### src/rtl/vclb_pkg.sv
`default_nettype none
package vclb_pkg;

  localparam int TAPS      = 3;
  localparam int MAX_WIDTH = 1024;
  localparam int LINES     = TAPS - 1;
  localparam int NUM_COEFF = 6;

  localparam int PIX_W     = 32;
  localparam int COEFF_W   = 16;
  localparam int FWIDTH_W  = 11;
  localparam int ROW_W     = 16;
  localparam int COL_W     = $clog2(MAX_WIDTH);
  localparam int CFG_IDX_W = 3;
  localparam int CFG_DATA_W = 16;

  localparam logic [FWIDTH_W-1:0] FRAME_WIDTH_RST  = FWIDTH_W'(1024);
  localparam logic [ROW_W-1:0]    FRAME_HEIGHT_RST = ROW_W'(1024);

  typedef enum logic [CFG_IDX_W-1:0] {
    REG_FRAME_WIDTH,
    REG_FRAME_HEIGHT,
    REG_TAP_COEFF_0,
    REG_TAP_COEFF_1,
    REG_TAP_COEFF_2,
    REG_TAP_COEFF_3,
    REG_TAP_COEFF_4,
    REG_TAP_COEFF_5
  } cfg_reg_t;

  typedef logic [TAPS-1:0][PIX_W-1:0]        window_t;
  typedef logic [LINES-1:0][PIX_W-1:0]       lines_t;
  typedef logic [NUM_COEFF-1:0][COEFF_W-1:0] coeff_bank_t;

  // effective frame geometry and taps, as used by the datapath
  typedef struct packed {
    logic [COL_W-1:0] last_col;
    logic [ROW_W-1:0] last_row;
    coeff_bank_t      coeff;
  } cfg_t;

endpackage
`default_nettype wire

### src/rtl/vclb_mac.sv
`default_nettype none
module vclb_mac import vclb_pkg::*; (
  input  wire logic        clk,
  input  wire logic        load,
  input  window_t          win,
  input  coeff_bank_t      coeff,
  output logic [PIX_W-1:0] sum
);

  window_t prod_nxt;
  window_t prod_r;

  // low 32 bits of each product; the pixel's sign does not matter there, but the coefficient is sign-extended
  always_comb begin
    for (int i = 0; i < TAPS; i++) begin
      prod_nxt[i] = PIX_W'($signed(win[i]) * $signed(coeff[i]));
    end
  end

  always_ff @(posedge clk) begin
    if (load) begin
      prod_r <= prod_nxt;
    end
  end

  always_comb begin
    sum = '0;
    for (int i = 0; i < TAPS; i++) begin
      sum = sum + prod_r[i];
    end
  end

endmodule
`default_nettype wire

### config.mk
export PLATFORM = sky130hd
export DESIGN_NAME = vclb_mac
export DESIGN_NICKNAME = d
export VERILOG_FILES = /design/src/rtl/vclb_pkg.sv /design/src/rtl/vclb_mac.sv
export SDC_FILE = /design/constraint.sdc
export NUM_CORES = 2
export LEC_CHECK = 0
export ABC_AREA = 1
export ABC_CLOCK_PERIOD_IN_PS = 17100
export BUFFER_PORTS_ARGS = -buffer_cell sky130_fd_sc_hd__clkbuf_2
export CAP_MARGIN = 5
export CORE_ASPECT_RATIO = 1.2
export CORE_UTILIZATION = 50
export CTS_CLUSTER_SIZE = 25
export DETAILED_ROUTE_END_ITERATION = 16
export PLACE_DENSITY_LB_ADDON = 0.1
export RECOVER_POWER = 50
export SLEW_MARGIN = 20
export SYNTH_ARGS = -nofsm -noshare
export SYNTH_HDL_FRONTEND = slang
export SYNTH_SLANG_ARGS = --single-unit
### constraint.sdc
create_clock -name clk -period 17.1 [get_ports clk]
set_input_delay 5.13 -clock clk [delete_from_list [all_inputs] [get_ports clk]]
set_output_delay 5.13 -clock clk [all_outputs]
set_load 0.05 [all_outputs]
== Word-level counts from Yosys, hierarchy flattened ==
Cells that the tools add are included.

* Bits in registers: 96
* Word-level logic and storage cells: 8
* ROM bits: 0
* Memories: 0
* Bits in latches: 0
* Input port bits: 194
* Bits in writable memories: 0
* Output and inout bits: 32

* Multipliers: 3
* Reduce and logical (&&, ||, !) cells: 0
* Add/sub/neg operators: 2
* Multiplexer cells: 0
* Shift-type cells: 0
* Divide/modulo/power cells: 0
* Order comparisons: 0
* Bitwise logic cells: 0
* Eq/ne operators: 0

{| class="wikitable"
|+ Operators with widths
! cell !! count
|-
| 32-bit by 16-bit multiplier with 32-bit output || 3
|-
| 32-bit adder || 2
|}

== Depth between registers and ports, before layout ==
* Depth in word-level cells: 2
* Depth in mapped cells: 27
* Depth with buffers taken out: 25

== Worst setup path before layout ==
No wires, ideal clock.

* Path type: input to register
* Start: input win[39] (netlist bit)
* End: register prod_r[59] (netlist bit) (data pin)
* Stages: 23
* Data arrival time: 10.142 ns
* Setup slack: 6.699 ns
* Library setup time: 0.259 ns
* Cell sequence: clkbuf_1 > clkbuf_1 > nand2_1 > fa_1 > inv_1 > fa_1 > inv_1 > fa_1 > inv_1 > fa_1 > fa_1 > inv_1 > fa_1 > inv_1 > ha_1 > a21oi_1 > a21boi_0 > nand3_1 > a21oi_2 > nor2_1 > nand2_1 > nand2_1 > xor2_1

{| class="wikitable"
|+ RTL lines
! what !! RTL line !! RTL
|-
| start: declaration || vclb_mac.sv:5 || <nowiki>input window_t win,</nowiki>
|-
| end signal: assignment || vclb_mac.sv:22 || <nowiki>prod_r <= prod_nxt;</nowiki>
|-
| end: declaration || vclb_mac.sv:11 || <nowiki>window_t prod_r;</nowiki>
|}

==> metrics.md <==
| Metric | Value |
|---|---|
| Status | `finished with violations` |
| Failing checks | `max-capacitance violations, max-slew violations` |
| CTS max path bufs | `2` |
| Die Area | `87800 um2` |
| DRT iter0 DRCs | `about 1800` |
| Area of the mapped netlist | `43300 um2` |
| Post-route ant nets | `0` |
| Routed WL | `116000 um` |
| Worst slew pin tran | `3.88 ns` |
| Avg Cell Area, Syn | `between 7 and 8 um2` |
| Max-slew violation count | `173` |
| Worst Hold Launch | `win[0]` |
| Hold Path Class | `in2reg` |
| First-pass GRT wire length | `190000 um` |
| CP Buf/Inv Count | `4` |
| CP Max Fanout | `32` |
| Worst hold path depth | `3` |
| Async S/R FF share, synth | `0%` |
| Initial antenna violation count | `5` |
| Largest net degree at the start of global routing | `74` |
| Pre-CTS setup slack | `approximately 5.7 ns` |
| Leading area contributor after synthesis | `fa_1` |
| Ys flop type | `edfxtp_1` |
| Max incr delay on CP | `0.63 ns` |
| Crit share post-route | `64.4%` |
| DR WL/cell | `approximately 17 um` |
| Register area share after synthesis | `6.66%` |
| Slew HR | `-159%` |
| Final #Nets | `~7000` |
| Synth area leaders | `fa_1 (44%), inv_1 (15%), nand2_1 (13%), ha_1 (8.8%), edfxtp_1 (6.7%)` |
| Post-layout min period | `approximately 11 ns` |
| RSZ-0062 raised after global routing | `no` |
| I/O pin count | `226` |
| Die W | `271 um` |
| Via count | `33600` |
| Core Area | `85300 um2` |
| Register Area | `2880 um2` |
| Data required time at the worst endpoint | `17.22 ns` |
| Detailed Place HPWL | `roughly 95000 um` |
| Setup TNS | `0 ns` |
| Clk sink count | `96` |
| Post-Syn Nets | `7033` |
| Post_cts resized | `0` |
| Crit Path Class | `in2reg` |
| Worst Setup End Kind | `flop` |
| Drt pass-1 iters | `7` |
| Area grow syn2layout | `3.91%` |
| # setup viols final | `0` |
| # DRC | `0` |
| Antenna cells | `0` |
| Share of cells above drive strength 1 | `about 4.6%` |
| Starting density of the core | `50.7%` |
| Cell mode on critical path | `fa_1` |
| Register with the most flip-flops | `prod_r` |
| FMAX | `0.0908 GHz` |
| Top flop regs | `prod_r (96)` |
| Vias in the first global route | `between 30000 and 40000` |
| Max cap viols | `4` |
| Hold EP | `prod_r[0]` |
| Synth unique cells | `between 50 and 60` |
| Commonest non-fill, non-tap cells in the layout | `inv_1 (1770), nand2_1 (1498), fa_1 (944), ha_1 (306), clkbuf_2 (170)` |
| Max FFs per register | `96` |
| Htree depth | `3` |
| Area of the multi-input gates | `between 30000 and 40000 um2` |
| Gpl congestion | `0.916` |
| Number of fillers in the final layout | `8399` |
| TritonCTS Buffers | `9` |
| Slowest-stage cell, CP | `clkbuf_2` |
| CP delay by family, top | `adder cells` |
| Syn Inst Count | `5589` |
| Row cnt | `117` |
| Worst endpoint data arrival time | `around 11 ns` |
| Final WS setup | `6.09 ns` |
| Worst Setup Start Kind | `input port` |
| Via density per instance | `between 5 and 6` |
| Port bufs | `177` |
| Setup Fix Bufs, Post-CTS | `0` |
| Post-synth EDFFs | `96` |
| Overall Global Routing Usage | `27.7%` |
| Clk root buf | `clkbuf_16` |
| CTS Hold Buffers Added | `0` |
| CTS tree | `done` |
| Cell Chain, Critical Path | `clkbuf_2 -> nand2_1 -> fa_1 -> fa_1 -> fa_1 -> inv_1 -> fa_1 -> fa_1 -> inv_1 -> fa_1 -> inv_1 -> ha_1 -> a21oi_1 -> o21ai_0 -> a21oi_1 -> nand3_1 -> nand2_1 -> nand2_2 -> nand2_1 -> a21o_1 -> nand2_1` |
| Commonest non-fill, non-tap cell in the layout | `inv_1` |
| Global route overflow | `0` |
| Final hold viol count | `0` |
| Yosys top cell area share | `43.7%` |
| CTS clk-pin slew, worst paths | `0.07 ns` |
| Number of synthesized register bits | `96` |
| Die Y | `324 um` |
| Yosys Warn Count | `0` |
## metal layers
layer | GRT usage [%] | part of all wire, % | vias up
li1 | - | - | 15600
met1 | 34.0 | 40 | 16900
met2 | 51.1 | 53 | 843
met3 | 2.07 | 4.3 | 199
met4 | 8.89 | 3.3 | 8
met5 | 0 | 0.040 | -
## final cells by class
type	count	share of cell area [%]
Timing Repair Buffer	183	2.03
Multi-Input combinational cell	3488	72.9
Clock buffer	9	0.501
Clock inverter	7	0.161
Inverter	1774	14.8
Tap cell	1130	3.14
Sequential cell	96	6.41
## worst max-delay path by stage
stage              start          to  cells after the start
2_1_floorplan    win[39]  prod_r[59]                     23
3_3_place_gp   coeff[17]  prod_r[63]                     22
3_5_place_dp   coeff[17]  prod_r[63]                     22
4_1_cts        coeff[17]  prod_r[63]                     22
5_1_grt        coeff[17]  prod_r[60]                     21
6_report       coeff[17]  prod_r[60]                     21
## cell usage after synthesis (all sizes together), types with 17 or more instances
cell / n
nand4: 24
nor2: 149
clkbuf: 185
o21bai: 17
a21oi: 125
xnor2: 47
inv: 1774
xor2: 84
buf: 46
nand3: 103
fa: 944
o21ai: 65
nand2: 1507
ha: 306
or2: 19
edfxtp: 96
## through the flow
| step | util, % | std cells | hold slack (ns) | area, um2 |
|---|---|---|---|---|
| after floorplan | - | 5589 | 5.24 | 43300 |
| after global placement | 52.4 | 6671 | 5.55 | 44700 |
| after detailed placement | 52.4 | 6671 | 5.56 | 44700 |
| after CTS | 52.7 | 6687 | 5.17 | 45000 |
| after global routing | 52.7 | 6687 | 5.42 | 45000 |
| final | 52.7 | 6687 | 5.36 | 45000 |
## worst min-delay path: cells and delay by family
family                 cells  cell delay [ns]
and+or+nand+nor            1             0.09
buffers and inverters      2             0.40
## logic make-up (layout without fill, tap and decap cells)
group / count (synthesis) / after routing / synth area share [%]
AO/OA/AOI/OAI: 267 / 267 / 3.70
XOR/XNOR: 131 / 131 / 2.65
adder cells (fa/ha/maj): 1250 / 1250 / 52.5
buffers and inverters: 2005 / 1973 / 17.5
flip-flops: 96 / 96 / 6.66
AND/OR/NAND/NOR: 1840 / 1840 / 16.9
Power is not shown: default switching activity piles up to over one toggle a cycle in this logic, so the estimate is an artifact.
