==> src/rtl/vclb_pkg.sv <==
`default_nettype none
package vclb_pkg;

  localparam int TAPS      = 3;
  localparam int MAX_WIDTH = 1024;
  localparam int LINES     = TAPS - 1;
  localparam int NUM_COEFF = 6;

  localparam int PIX_W     = 32;
  localparam int COEFF_W   = 16;
  localparam int FWIDTH_W  = 11;
  localparam int ROW_W     = 16;
  localparam int COL_W     = $clog2(MAX_WIDTH);
  localparam int CFG_IDX_W = 3;
  localparam int CFG_DATA_W = 16;

  localparam logic [FWIDTH_W-1:0] FRAME_WIDTH_RST  = FWIDTH_W'(1024);
  localparam logic [ROW_W-1:0]    FRAME_HEIGHT_RST = ROW_W'(1024);

  typedef enum logic [CFG_IDX_W-1:0] {
    REG_FRAME_WIDTH,
    REG_FRAME_HEIGHT,
    REG_TAP_COEFF_0,
    REG_TAP_COEFF_1,
    REG_TAP_COEFF_2,
    REG_TAP_COEFF_3,
    REG_TAP_COEFF_4,
    REG_TAP_COEFF_5
  } cfg_reg_t;

  typedef logic [TAPS-1:0][PIX_W-1:0]        window_t;
  typedef logic [LINES-1:0][PIX_W-1:0]       lines_t;
  typedef logic [NUM_COEFF-1:0][COEFF_W-1:0] coeff_bank_t;

  // effective frame geometry and taps, as used by the datapath
  typedef struct packed {
    logic [COL_W-1:0] last_col;
    logic [ROW_W-1:0] last_row;
    coeff_bank_t      coeff;
  } cfg_t;

endpackage
`default_nettype wire

==> src/rtl/vclb_cfg.sv <==
`default_nettype none
module vclb_cfg import vclb_pkg::*; (
  input  wire logic                  clk,
  input  wire logic                  rst_n,
  input  wire logic                  cfg_we,
  input  wire logic [CFG_IDX_W-1:0]  cfg_index,
  input  wire logic [CFG_DATA_W-1:0] cfg_data,
  output cfg_t                       cfg
);

  logic [FWIDTH_W-1:0] frame_width_r;
  logic [ROW_W-1:0]    frame_height_r;
  coeff_bank_t         coeff_r;

  always_ff @(posedge clk) begin
    if (!rst_n) begin
      frame_width_r  <= FRAME_WIDTH_RST;
      frame_height_r <= FRAME_HEIGHT_RST;
      coeff_r        <= '0;
    end else if (cfg_we) begin
      case (cfg_reg_t'(cfg_index))
        REG_FRAME_WIDTH:  frame_width_r  <= cfg_data[FWIDTH_W-1:0];
        REG_FRAME_HEIGHT: frame_height_r <= cfg_data[ROW_W-1:0];
        REG_TAP_COEFF_0:  coeff_r[0]     <= cfg_data[COEFF_W-1:0];
        REG_TAP_COEFF_1:  coeff_r[1]     <= cfg_data[COEFF_W-1:0];
        REG_TAP_COEFF_2:  coeff_r[2]     <= cfg_data[COEFF_W-1:0];
        REG_TAP_COEFF_3:  coeff_r[3]     <= cfg_data[COEFF_W-1:0];
        REG_TAP_COEFF_4:  coeff_r[4]     <= cfg_data[COEFF_W-1:0];
        REG_TAP_COEFF_5:  coeff_r[5]     <= cfg_data[COEFF_W-1:0];
        default: ;
      endcase
    end
  end

  // clamp width to 1..MAX_WIDTH and height to at least 1
  always_comb begin
    if (frame_width_r == '0) begin
      cfg.last_col = '0;
    end else if (int'(frame_width_r) > MAX_WIDTH) begin
      cfg.last_col = COL_W'(MAX_WIDTH - 1);
    end else begin
      cfg.last_col = COL_W'(frame_width_r - FWIDTH_W'(1));
    end
    if (frame_height_r == '0) begin
      cfg.last_row = '0;
    end else begin
      cfg.last_row = frame_height_r - ROW_W'(1);
    end
    cfg.coeff = coeff_r;
  end

endmodule
`default_nettype wire

==> config.mk <==
export PLATFORM = sky130hd
export DESIGN_NAME = vclb_cfg
export DESIGN_NICKNAME = d
export VERILOG_FILES = /design/src/rtl/vclb_pkg.sv /design/src/rtl/vclb_cfg.sv
export SDC_FILE = /design/constraint.sdc
export NUM_CORES = 1
export LEC_CHECK = 0
export ABC_AREA = 1
export BUFFER_PORTS_ARGS = -buffer_cell sky130_fd_sc_hd__buf_4
export CORE_MARGIN = 2
export CORE_UTILIZATION = 35
export DETAILED_ROUTE_END_ITERATION = 8
export PLACE_DENSITY = 0.63
export SETUP_SLACK_MARGIN = 0.05
export SYNTH_ARGS = -nofsm -noshare
export SYNTH_HDL_FRONTEND = slang
export SYNTH_SLANG_ARGS = --single-unit
==> constraint.sdc <==
create_clock -name clk -period 4.25 [get_ports clk]
set_input_delay 0.6375 -clock clk [delete_from_list [all_inputs] [get_ports clk]]
set_output_delay 0.6375 -clock clk [all_outputs]
set_load 0.05 [all_outputs]
=== Yosys cells after proc, flatten, opt, wreduce, memory -nomap -nowiden ===
Index checks and enable logic that the tools add are counted.

* $lt $le $gt $ge: 1
* Eq/ne operators: 7
* Add/subtract/negate cells: 2
* Reduce and logical (&&, ||, !) cells: 11
* Mux-type cells: 3

{| class="wikitable"
|+ Operators with widths
! cell !! number
|-
| $mux W10 || 2
|-
| $logic_not A16 Y1 || 1
|-
| $mux W16 || 1
|-
| $reduce_and A2 Y1 || 8
|-
| $sub A16 B1 Y16 const B || 1
|-
| $eq A3 B3 Y1 const B || 4
|-
| $gt A11 B11 Y1 const B || 1
|-
| $logic_not A11 Y1 || 1
|-
| $sub A10 B1 Y10 const B || 1
|-
| $eq A3 B2 Y1 const B || 2
|-
| $eq A3 B1 Y1 const B || 1
|-
| $logic_not A3 Y1 || 1
|}

* Input port bits: 22
* Output and inout port bits: 122
* Bits in registers: 123
* Word-level logic and storage cells: 32

=== Logic depth before layout (Yosys ltp) ===
* Depth after elaboration: 3
* Gate-level depth with buffers: 9
* Depth with buffers taken out: 9

=== Worst setup path after synthesis ===
Ideal clock, no wire load.

* Kind: register to output
* Start point: register frame_height_r[0]
* End point: output cfg[107] (netlist name)
* Path slack: 1.571 ns
* Stages on the path, launching flop included: 8
* Required time: 3.612 ns
* Path buffers: 0
* Arrival time: 2.041 ns
* Path through: dfxtp_1 > inv_1 > ha_1 > nand3_1 > nor2_1 > nand2_1 > inv_1 > nor3_1

{| class="wikitable"
|+ RTL lines
! element !! line !! source
|-
| start: declaration || vclb_cfg.sv:12 || <nowiki>logic [ROW_W-1:0] frame_height_r;</nowiki>
|-
| start signal: assignment || vclb_cfg.sv:23 || <nowiki>REG_FRAME_HEIGHT: frame_height_r <= cfg_data[ROW_W-1:0];</nowiki>
|-
| end: declaration || vclb_cfg.sv:8 || <nowiki>output cfg_t cfg</nowiki>
|}

==> out/qor.csv <==
stage,metric,value,unit
synth,ys_warn_count,0,
global_route,grt_pass1_vias,4265,
critical_path,slowest_delay,0.31,ns
critical_path,crit_path_top_delay_cell,dfxtp_1,
detailed_routing,dr.pass1.iters,5,
critical_path,reg2reg_depth,2,
floorplan,core.rowCount,43,
detailed_routing,viasPerCell,4.650,
clock_tree,numCtsBuffers,17,
hold_path,hp-start,cfg[50]$_SDFFE_PN0P_,
hold_path,worstHoldPathCells,2,
global_route,track_usage,21.04,%
synth,ys_ff_latch,123,
placement,dp_hpwl,10030,um
power_and_ir_drop,comb_power_share,18.7,%
power_and_ir_drop,p_leak,0.003090,uW
global_route,grt_pass1_wl,23940,um
placement,place.gp.congestion,0.8216,
cells_and_area,drive_gt1_share,22.78,%
synth,yosysSeqAreaShare,49.18,%
power_and_ir_drop,switching_share,30.21,%
cells_and_area,fin_util,47.93,%
critical_path,reg2reg_to,frame_width_r[10]$_SDFFE_PN1P_,
clock_tree,clk_pin_slew,0.05,ns
status,status,"finished, final reports clean",
cells_and_area,final_cells,1014,
critical_path,r2r_setup_slack,3.45,ns
critical_path,crit_path_max_fanout,6,
clock_tree,cts_resized,0,
clock_tree,clock_path_buffers,2,
floorplan,die_h,123.6,um
sta,finClkSkew,0,ns
clock_tree,cts_tree,done,
critical_path,worstPathArrival,2.17,ns
detailed_routing,totalWireLength,15570,um
synth,ys_types,25,
power_and_ir_drop,peakVddDrop,0.0002788,V
synth,synthCells,691,
power_and_ir_drop,p_total,3144,uW
placement,dp.cells,984,
synth,synth.avg_cell_area,7.246,um2
floorplan,num_io_pins,144,
detailed_routing,num_vias,4715,
floorplan,start_util,35.93,%
clock_tree,cts_sinks,123,
critical_path,critPathLaunchType,flip-flop,
clock_tree,htree_levels,4,
cells_and_area,area_growth,33.38,%
critical_path,cp_cell_sequence,inv_1 -> ha_1 -> nand2_1 -> nor2_1 -> nand2_1 -> nor2_1 -> nand3_1 -> nand2_1 -> nand2_1 -> buf_4,
detailed_routing,routedWlPerCell,15.36,um
power_and_ir_drop,p_int,2194,uW
critical_path,worst_path_most_repeated_cell,nand2_1,
clock_tree,ctsHoldBuffers,0,
synth,synth_nets,715,
clock_tree,clock_latency,0.41,ns
critical_path,crit_buf_inv,2,
global_route,grt.overflow.total,0,
synth,netlist_area,5007,um2
critical_path,end_kind,output pin,
power_and_ir_drop,seqPwrFrac,38.8,%
detailed_routing,drt_first_iter_violations,264,
global_route,antenna_found_initial,0,
hold_path,holdPathEnd,cfg[50]$_SDFFE_PN0P_,
sta,slew_viol_final,0,
sta,max_freq,355.6,MHz
clock_tree,cts_root_buffer,clkbuf_16,
flow_run,maxCapViolCount,0,
floorplan,die_area,15280,um2
critical_path,worstSetupPathType,reg -> out,
sta,final.min_clock_period,2.812,ns
global_route,grt_max_degree,124,
floorplan,die_w,123.6,um
power_and_ir_drop,pwr_density_cell,470.7,nW/um2
hold_path,holdCritPathClass,reg -> reg,
critical_path,cpLargestDelayFamily,simple AND/OR/NAND/NOR gates,
power_and_ir_drop,p_sw,949.7,uW
cells_and_area,final_nets,847,
cells_and_area,diodes,0,
floorplan,coreArea,13930,um2
critical_path,r2r_start,frame_width_r[10]$_SDFFE_PN1P_,
sta,finalCritPeriodShare,66.16,%
sta,finalHoldViolCount,0,
sta,tightest_slew,1.019,ns
sta,setup_viol,0,
power_and_ir_drop,clockPowerShare,42.5,%
sta,relSlewSlack,32.04,%
detailed_routing,drc,0,
sta,final.setup.tns,0,ns
critical_path,required,3.61,ns
clock_tree,post_cts_buffers,0,
detailed_routing,ant_nets,0,
sta,rsz0062_at_grt,false,
placement,portBuffers,143,
-- flip-flops by register name (all words and copies together), names as in the netlist --
signal	flops
cfg	96
frame_height_r	16
frame_width_r	11
-- per-layer routing --
metal  global-route usage [%]  vias up  wire length (um)
met5                        0        -                 0
met4                    6.392        0               199
met3                    6.502       13              1258
met2                    32.97      137              7108
met1                    27.85     2089              7005
li1                         -     2476                 -
-- cell families (layout without fill, tap and decap cells) --
| group | after synthesis | after routing | share of synthesized area [%] |
|---|---|---|---|
| AO/OA/AOI/OAI | 157 | 157 | 15.79 |
| XOR/XNOR | 11 | 11 | 1.924 |
| adder cells (fa/ha/maj) | 2 | 2 | 0.4997 |
| buffers and inverters | 75 | 218 | 6.796 |
| flip-flops | 123 | 123 | 49.18 |
| AND/OR/NAND/NOR | 323 | 323 | 25.81 |
-- how the worst max path moves through the flow --
stage | start | cells past startpoint | slack [ns] | endpoint
floorplan | frame_height_r[0]$_SDFFE_PN0P_ | 7 | 1.57 | cfg[107]
global placement | frame_width_r[0]$_SDFFE_PN0P_ | 10 | 1.97 | cfg[121]
detailed placement | frame_width_r[0]$_SDFFE_PN0P_ | 10 | 1.88 | cfg[116]
CTS | frame_width_r[0]$_SDFFE_PN0P_ | 10 | 1.43 | cfg[116]
global route | frame_width_r[0]$_SDFFE_PN0P_ | 10 | 1.22 | cfg[121]
finish | frame_width_r[0]$_SDFFE_PN0P_ | 10 | 1.44 | cfg[116]
-- worst reg2reg max path, cell delays in order (launching register included) --
cell and delay [ns]:
dfxtp_1 0.44, inv_1 0.12, o211ai_1 0.17
-- stage by stage --
step | area (um2) | setup slack, ns | hold slack, ns
floorplan | 5007 | 1.571 | 0.4479
global placement | 6135 | 1.974 | 0.4622
detailed placement | 6135 | 1.882 | 0.4731
CTS | 6679 | 1.431 | 0.4818
global route | 6679 | 1.218 | 0.5084
finish | 6679 | 1.438 | 0.4814
-- cell type report --
type                    instances  area (um2)
fillers                      1435        7256
flip-flops and latches        123        2462
multi-input cells             493        2205
repair buffers                143        1074
clock buffers                  22       474.2
well taps                     180       225.2
inverters                      45       168.9
clock inverters                 8       70.07
-- cell usage after synthesis (all sizes together) --
cell type,instances,share of area (%)
a21oi,33,3.3
buf,13,2.0
clkbuf,17,1.4
dfxtp,123,49
ha,2,0.50
inv,45,3.4
nand2,51,4.2
nand3,13,1.3
nand4,3,0.37
nor2,251,19
nor3,5,0.95
o211ai,2,0.30
o21ai,122,12
xnor2,2,0.35
xor2,9,1.6
-- cells in the final DEF, fill, tap and decap left out --
master	netlist	final
clkbuf_1	13	2
nor3_4	2	2
a21oi_1	33	33
inv_1	37	37
o211ai_1	2	2
nand2_2	7	7
nand3_1	13	13
nor2_2	1	1
clkbuf_16	0	17
xnor2_1	2	2
nor2_4	1	1
inv_2	8	8
dfxtp_1	123	123
xor2_1	9	9
nor3_1	3	3
buf_4	1	143
clkinvlp_4	0	2
nand2_1	44	44
o21ai_0	120	120
o21ai_1	2	2
bufinv_16	0	1
clkinv_2	0	5
clkbuf_8	0	3
nor2_1	249	249
ha_1	2	2
nand4_1	3	3
-- power groups by stage --
stage,clock (uW),sequential [uW],combinational (uW)
after detailed placement,0,1240,590
after global placement,0,1240,588
after floorplan,0,1350,297
after global routing,1410,1220,633
after CTS,1360,1220,590
final,1340,1220,587
Note: power is estimated with default switching activity, not from simulation.
